## src/rtl/dmcmp_pkg.sv

```systemverilog
`timescale 1ns / 1ps
`default_nettype none

package dmcmp_pkg;

  // configuration port
  localparam int unsigned CFG_IDX_W  = 2;
  localparam int unsigned CFG_DATA_W = 48;

  localparam int unsigned IDX_BITS_W   = 4;
  localparam int unsigned SPAN_BASE_W  = 48;
  localparam int unsigned SPAN_LINES_W = 17;

  localparam logic [CFG_IDX_W-1:0] CFG_INDEX_BITS = 2'd0;
  localparam logic [CFG_IDX_W-1:0] CFG_SPAN_BASE  = 2'd1;
  localparam logic [CFG_IDX_W-1:0] CFG_SPAN_LINES = 2'd2;

  localparam logic [IDX_BITS_W-1:0]   IDX_BITS_RST   = 4'd12;
  localparam logic [SPAN_BASE_W-1:0]  SPAN_BASE_RST  = 48'd0;
  localparam logic [SPAN_LINES_W-1:0] SPAN_LINES_RST = 17'd65536;

  // 64-byte lines
  localparam int unsigned LINE_SHIFT = 6;

  // distinct-line map is stored as rows of 64 bits
  localparam int unsigned MAP_ROW_BITS = 64;
  localparam int unsigned MAP_BIT_W    = 6;

  localparam int unsigned COUNT_W     = 64;
  localparam int unsigned OUT_FIELD_W = 3 + 5 * COUNT_W;
  localparam int unsigned OUT_DATA_W  = ((OUT_FIELD_W + 7) / 8) * 8;

  typedef enum logic [2:0] {
    S_CLEAR,
    S_IDLE,
    S_CALC,
    S_LOOK,
    S_UPDATE
  } state_e;

  typedef struct packed {
    logic clr_en;
    logic load_addr;
    logic calc_en;
    logic span_en;
    logic update_en;
  } ctrl_cmd_t;

  typedef struct packed {
    logic clr_done;
    logic out_free;
  } ctrl_status_t;

endpackage

`default_nettype wire

```

## src/rtl/dmcmp_ctrl.sv

```systemverilog
`timescale 1ns / 1ps
`default_nettype none

module dmcmp_ctrl (
  input  wire logic                    clk_i,
  input  wire logic                    rst_ni,
  input  wire logic                    in_valid_i,
  output logic                         in_ready_o,
  input  wire dmcmp_pkg::ctrl_status_t status_i,
  output dmcmp_pkg::ctrl_cmd_t         cmd_o
);

  dmcmp_pkg::state_e state_q, state_d;

  always_ff @(posedge clk_i or negedge rst_ni) begin
    if (!rst_ni) begin
      state_q <= dmcmp_pkg::S_CLEAR;
    end else begin
      state_q <= state_d;
    end
  end

  always_comb begin
    state_d = state_q;
    case (state_q)
      dmcmp_pkg::S_CLEAR: begin
        if (status_i.clr_done) state_d = dmcmp_pkg::S_IDLE;
      end
      dmcmp_pkg::S_IDLE: begin
        if (in_valid_i) state_d = dmcmp_pkg::S_CALC;
      end
      dmcmp_pkg::S_CALC:   state_d = dmcmp_pkg::S_LOOK;
      dmcmp_pkg::S_LOOK:   state_d = dmcmp_pkg::S_UPDATE;
      dmcmp_pkg::S_UPDATE: begin
        // hold until the output register can take the result
        if (status_i.out_free) state_d = dmcmp_pkg::S_IDLE;
      end
      default: state_d = dmcmp_pkg::S_CLEAR;
    endcase
  end

  always_comb begin
    cmd_o      = '0;
    in_ready_o = 1'b0;
    case (state_q)
      dmcmp_pkg::S_CLEAR: cmd_o.clr_en = 1'b1;
      dmcmp_pkg::S_IDLE: begin
        in_ready_o      = 1'b1;
        cmd_o.load_addr = in_valid_i;
      end
      dmcmp_pkg::S_CALC:   cmd_o.calc_en = 1'b1;
      dmcmp_pkg::S_LOOK:   cmd_o.span_en = 1'b1;
      dmcmp_pkg::S_UPDATE: cmd_o.update_en = status_i.out_free;
      default: ;
    endcase
  end

endmodule

`default_nettype wire

```

## config.mk

```make
export PLATFORM = sky130hd
export DESIGN_NAME = dmcmp_ctrl
export DESIGN_NICKNAME = d
export VERILOG_FILES = /design/src/rtl/dmcmp_pkg.sv /design/src/rtl/dmcmp_ctrl.sv
export SDC_FILE = /design/constraint.sdc
export NUM_CORES = 1
export LEC_CHECK = 0
export ABC_AREA = 1
export BUFFER_PORTS_ARGS = -buffer_cell sky130_fd_sc_hd__buf_2
export CAP_MARGIN = 20
export CORE_AREA = 2 2 39 41
export DETAILED_ROUTE_END_ITERATION = 16
export DIE_AREA = 0 0 41 43
export PLACE_DENSITY = 0.45
export SLEW_MARGIN = 15
export SYNTH_ARGS = -nofsm -noshare
export SYNTH_HDL_FRONTEND = slang
export SYNTH_SLANG_ARGS = --single-unit
```

## constraint.sdc

```tcl
create_clock -name clk_i -period 1.14 [get_ports clk_i]
set_clock_uncertainty 0.15 [all_clocks]
set_input_delay 0.171 -clock clk_i [delete_from_list [all_inputs] [get_ports clk_i]]
set_output_delay 0.171 -clock clk_i [all_outputs]
set_load 0.01 [all_outputs]
```

==> key figures <==
Run status
  – Status: finished, violations left
  – Failing checks: negative setup slack

Worst setup path
  – CP Capture Type: primary output
  – Crit path launch type: flip-flop
  – Arr. time, crit path: about 1.1 ns
  – WS Path Type: flip-flop to primary output
  – CP required: around 0.82 ns
  – CP Max Fanout: 3

Logic synthesis
  – Post-Syn Instances: 31
  – Syn_nets: 36
  – Cell area after synthesis: around 220 um^2
  – Synth warn: 0
  – Seq/Total Area, Yosys: 0.349
  – Synth unique cells: 12
  – Syn Area/Cell: 6.94 um^2
  – Synth Register Bits: 3

Clock network
  – CTS buffer count: 3
  – Worst-Skew Late Latency: 0.23 ns
  – Root Driver: clkbuf_4
  – CTS tree: yes
  – CTS sink cnt: 3
  – Clk slew on worst S/H paths: roughly 0.040 ns
  – CTS Buffer Depth: 2
  – H-Tree Depth: 1

Global route
  – Initial antenna violation count: 0
  – GRT Util Overall: 0.0854
  – First-pass GRT wire length: approximately 960 um
  – Global route overflow: 0
  – Largest net degree at the start of global routing: 5
  – Via count of the first global-routing pass: 270

Layout
  – Area growth, synth to finish: 128%
  – Largest reg by FF count: state_q
  – Nets@finish: 64
  – Final cell count without fillers: 74
  – Biggest regs: state_q: 3 flops
  – Layout cells sized above 1: 0.724
  – Fillers: 161
  – Number of flip-flops under the largest register name: 3
  – Ant diodes: 0

STA
  – Final hold viol count: 0
  – Fmax: 0.719 GHz
  – Final critical-path share of the clock period: 1.22
  – Minimum period implied by the final worst setup slack: 1.39 ns
  – Max_slew headroom: 0.876
  – RSZ-0062 raised after global routing: true
  – Setup ws final: -0.251 ns
  – Slew Limit Fails: 0
  – Final setup viols: 8
  – Worst-margin pin slew: roughly 0.19 ns

Floorplan
  – Die Wd: 41 um
  – Die height: about 43 um
  – Die area: ~0.0018 mm^2
  – Core area: ~0.0014 mm^2
  – IO Pins: 11
  – Initial Utilization: 0.156
  – Rows: 14

Route
  – Pre-antenna DRT Iters: 2
  – Vias: 290
  – Drt drc: 0
  – Routed WL: approximately 650 um
  – Iteration-0 DRC Markers: 2
  – Final antenna-violating net count: 0
  – Vias per cell: 3.92
  – WL per Instance: roughly 8.8 um

Min path
  – Hold crit path type: input port to flip-flop

Pwr
  – VDD IR-drop max: 0.984 mV
  – Final Power: between 1 and 1.5 mW
  – LEAKAGE: ~0.26 nW
  – Cell Pwr Density: slightly below 3000 mW/mm^2

Run
  – # Max-Cap Violations: 0

Placement
  – PortBufs: 10
  – GPL Wtd Cong: roughly 0.7
  – HPWL Detailed: 442 um
  – Placed Cells incl. Taps: between 60 and 70
## worst paths after layout
check                            from    endpoint  slack [ns]  cells past startpoint
setup / recovery           state_q[1]    cmd_o[0]       -0.25                      4
hold / removal             in_valid_i  state_q[0]         0.1                      3
setup reg to reg           state_q[2]  state_q[0]       -0.23                      7
hold reg to reg            state_q[1]  state_q[2]        0.50                      2
max in group asynchronous      rst_ni  state_q[0]        0.61                      2
min in group asynchronous      rst_ni  state_q[0]        0.11                      2
## cells in the final DEF (no fill, tap or decap), drive strengths merged
cell type,instances
dfrtp,3
nor2,8
clkbuf,4
nand3,5
inv,8
nand2,2
nor3,2
buf,22
o21ai,2
o21bai,1
dlygate4sd3,1
## power breakdown
part,switching [mW],internal [mW]
combinational,0.457,0.575
sequential,0.0850,0.162
clock,0.0531,0.131
total,0.595,0.868
## synthesized netlist by cell type
cell type / instances / area share
nor3_2: 1 / 0.047
inv_1: 7 / 0.12
dfrtp_1: 3 / 0.35
o21bai_1: 1 / 0.035
o21ai_0: 2 / 0.047
nand3_2: 2 / 0.093
nand2_1: 2 / 0.035
inv_2: 1 / 0.017
nand3_1: 3 / 0.070
nor3_1: 1 / 0.023
nor2_1: 6 / 0.10
nor2_2: 2 / 0.058
## layout make-up
cell class	instances	area, um^2	area share
clock buffer	4	26.3	0.0536
inverter	8	30.0	0.0612
multi-input combinational	20	160	0.327
sequential	3	76.3	0.156
tap	16	20.0	0.0408
timing repair buffer	23	178	0.362
## layer usage
layer	GRT usage	wire length (um)
met1	0.0742	217
met2	0.138	419
met3	0.0314	11
met4	0.0800	0
met5	0	0
## cells by family (layout without fill, tap and decap cells)
logic type	count (synthesis)	in the layout	share of synthesized area
flops	3	3	0.349
compound gates	3	3	0.0814
simple gates	17	17	0.430
buf+inv	8	35	0.140
## per-stage QoR
step            util  hold slack, ns  instance area, um^2  setup WS [ns]  TNS (ns)
2_1_floorplan      -          -0.275                  220        0.00378         0
3_3_place_gp   0.242          -0.182                  335        -0.0272   -0.0909
3_5_place_dp   0.242          -0.181                  335        -0.0510    -0.154
4_1_cts        0.311           0.103                  430         -0.264     -1.63
5_1_grt        0.354           0.106                  490         -0.334     -2.28
6_report       0.354          0.0983                  490         -0.251     -1.77
## what timing repair did
action / CTS / global route
endpoints found under the setup margin: 8 / 9
gates resized for setup: 8 / 13
pin swaps: 3 / 3
hold endpoints to repair: 3 / 0
hold buffers: 1 / 0
setup buffers: 6 / 2
## worst max-delay path, stage by stage (launching register included)
cell     delay (ns)
dfrtp_1        0.42
nor2_4         0.14
inv_2          0.05
nor3_2         0.09
buf_2          0.15
No activity file was read; power rests on OpenSTA's default activity.
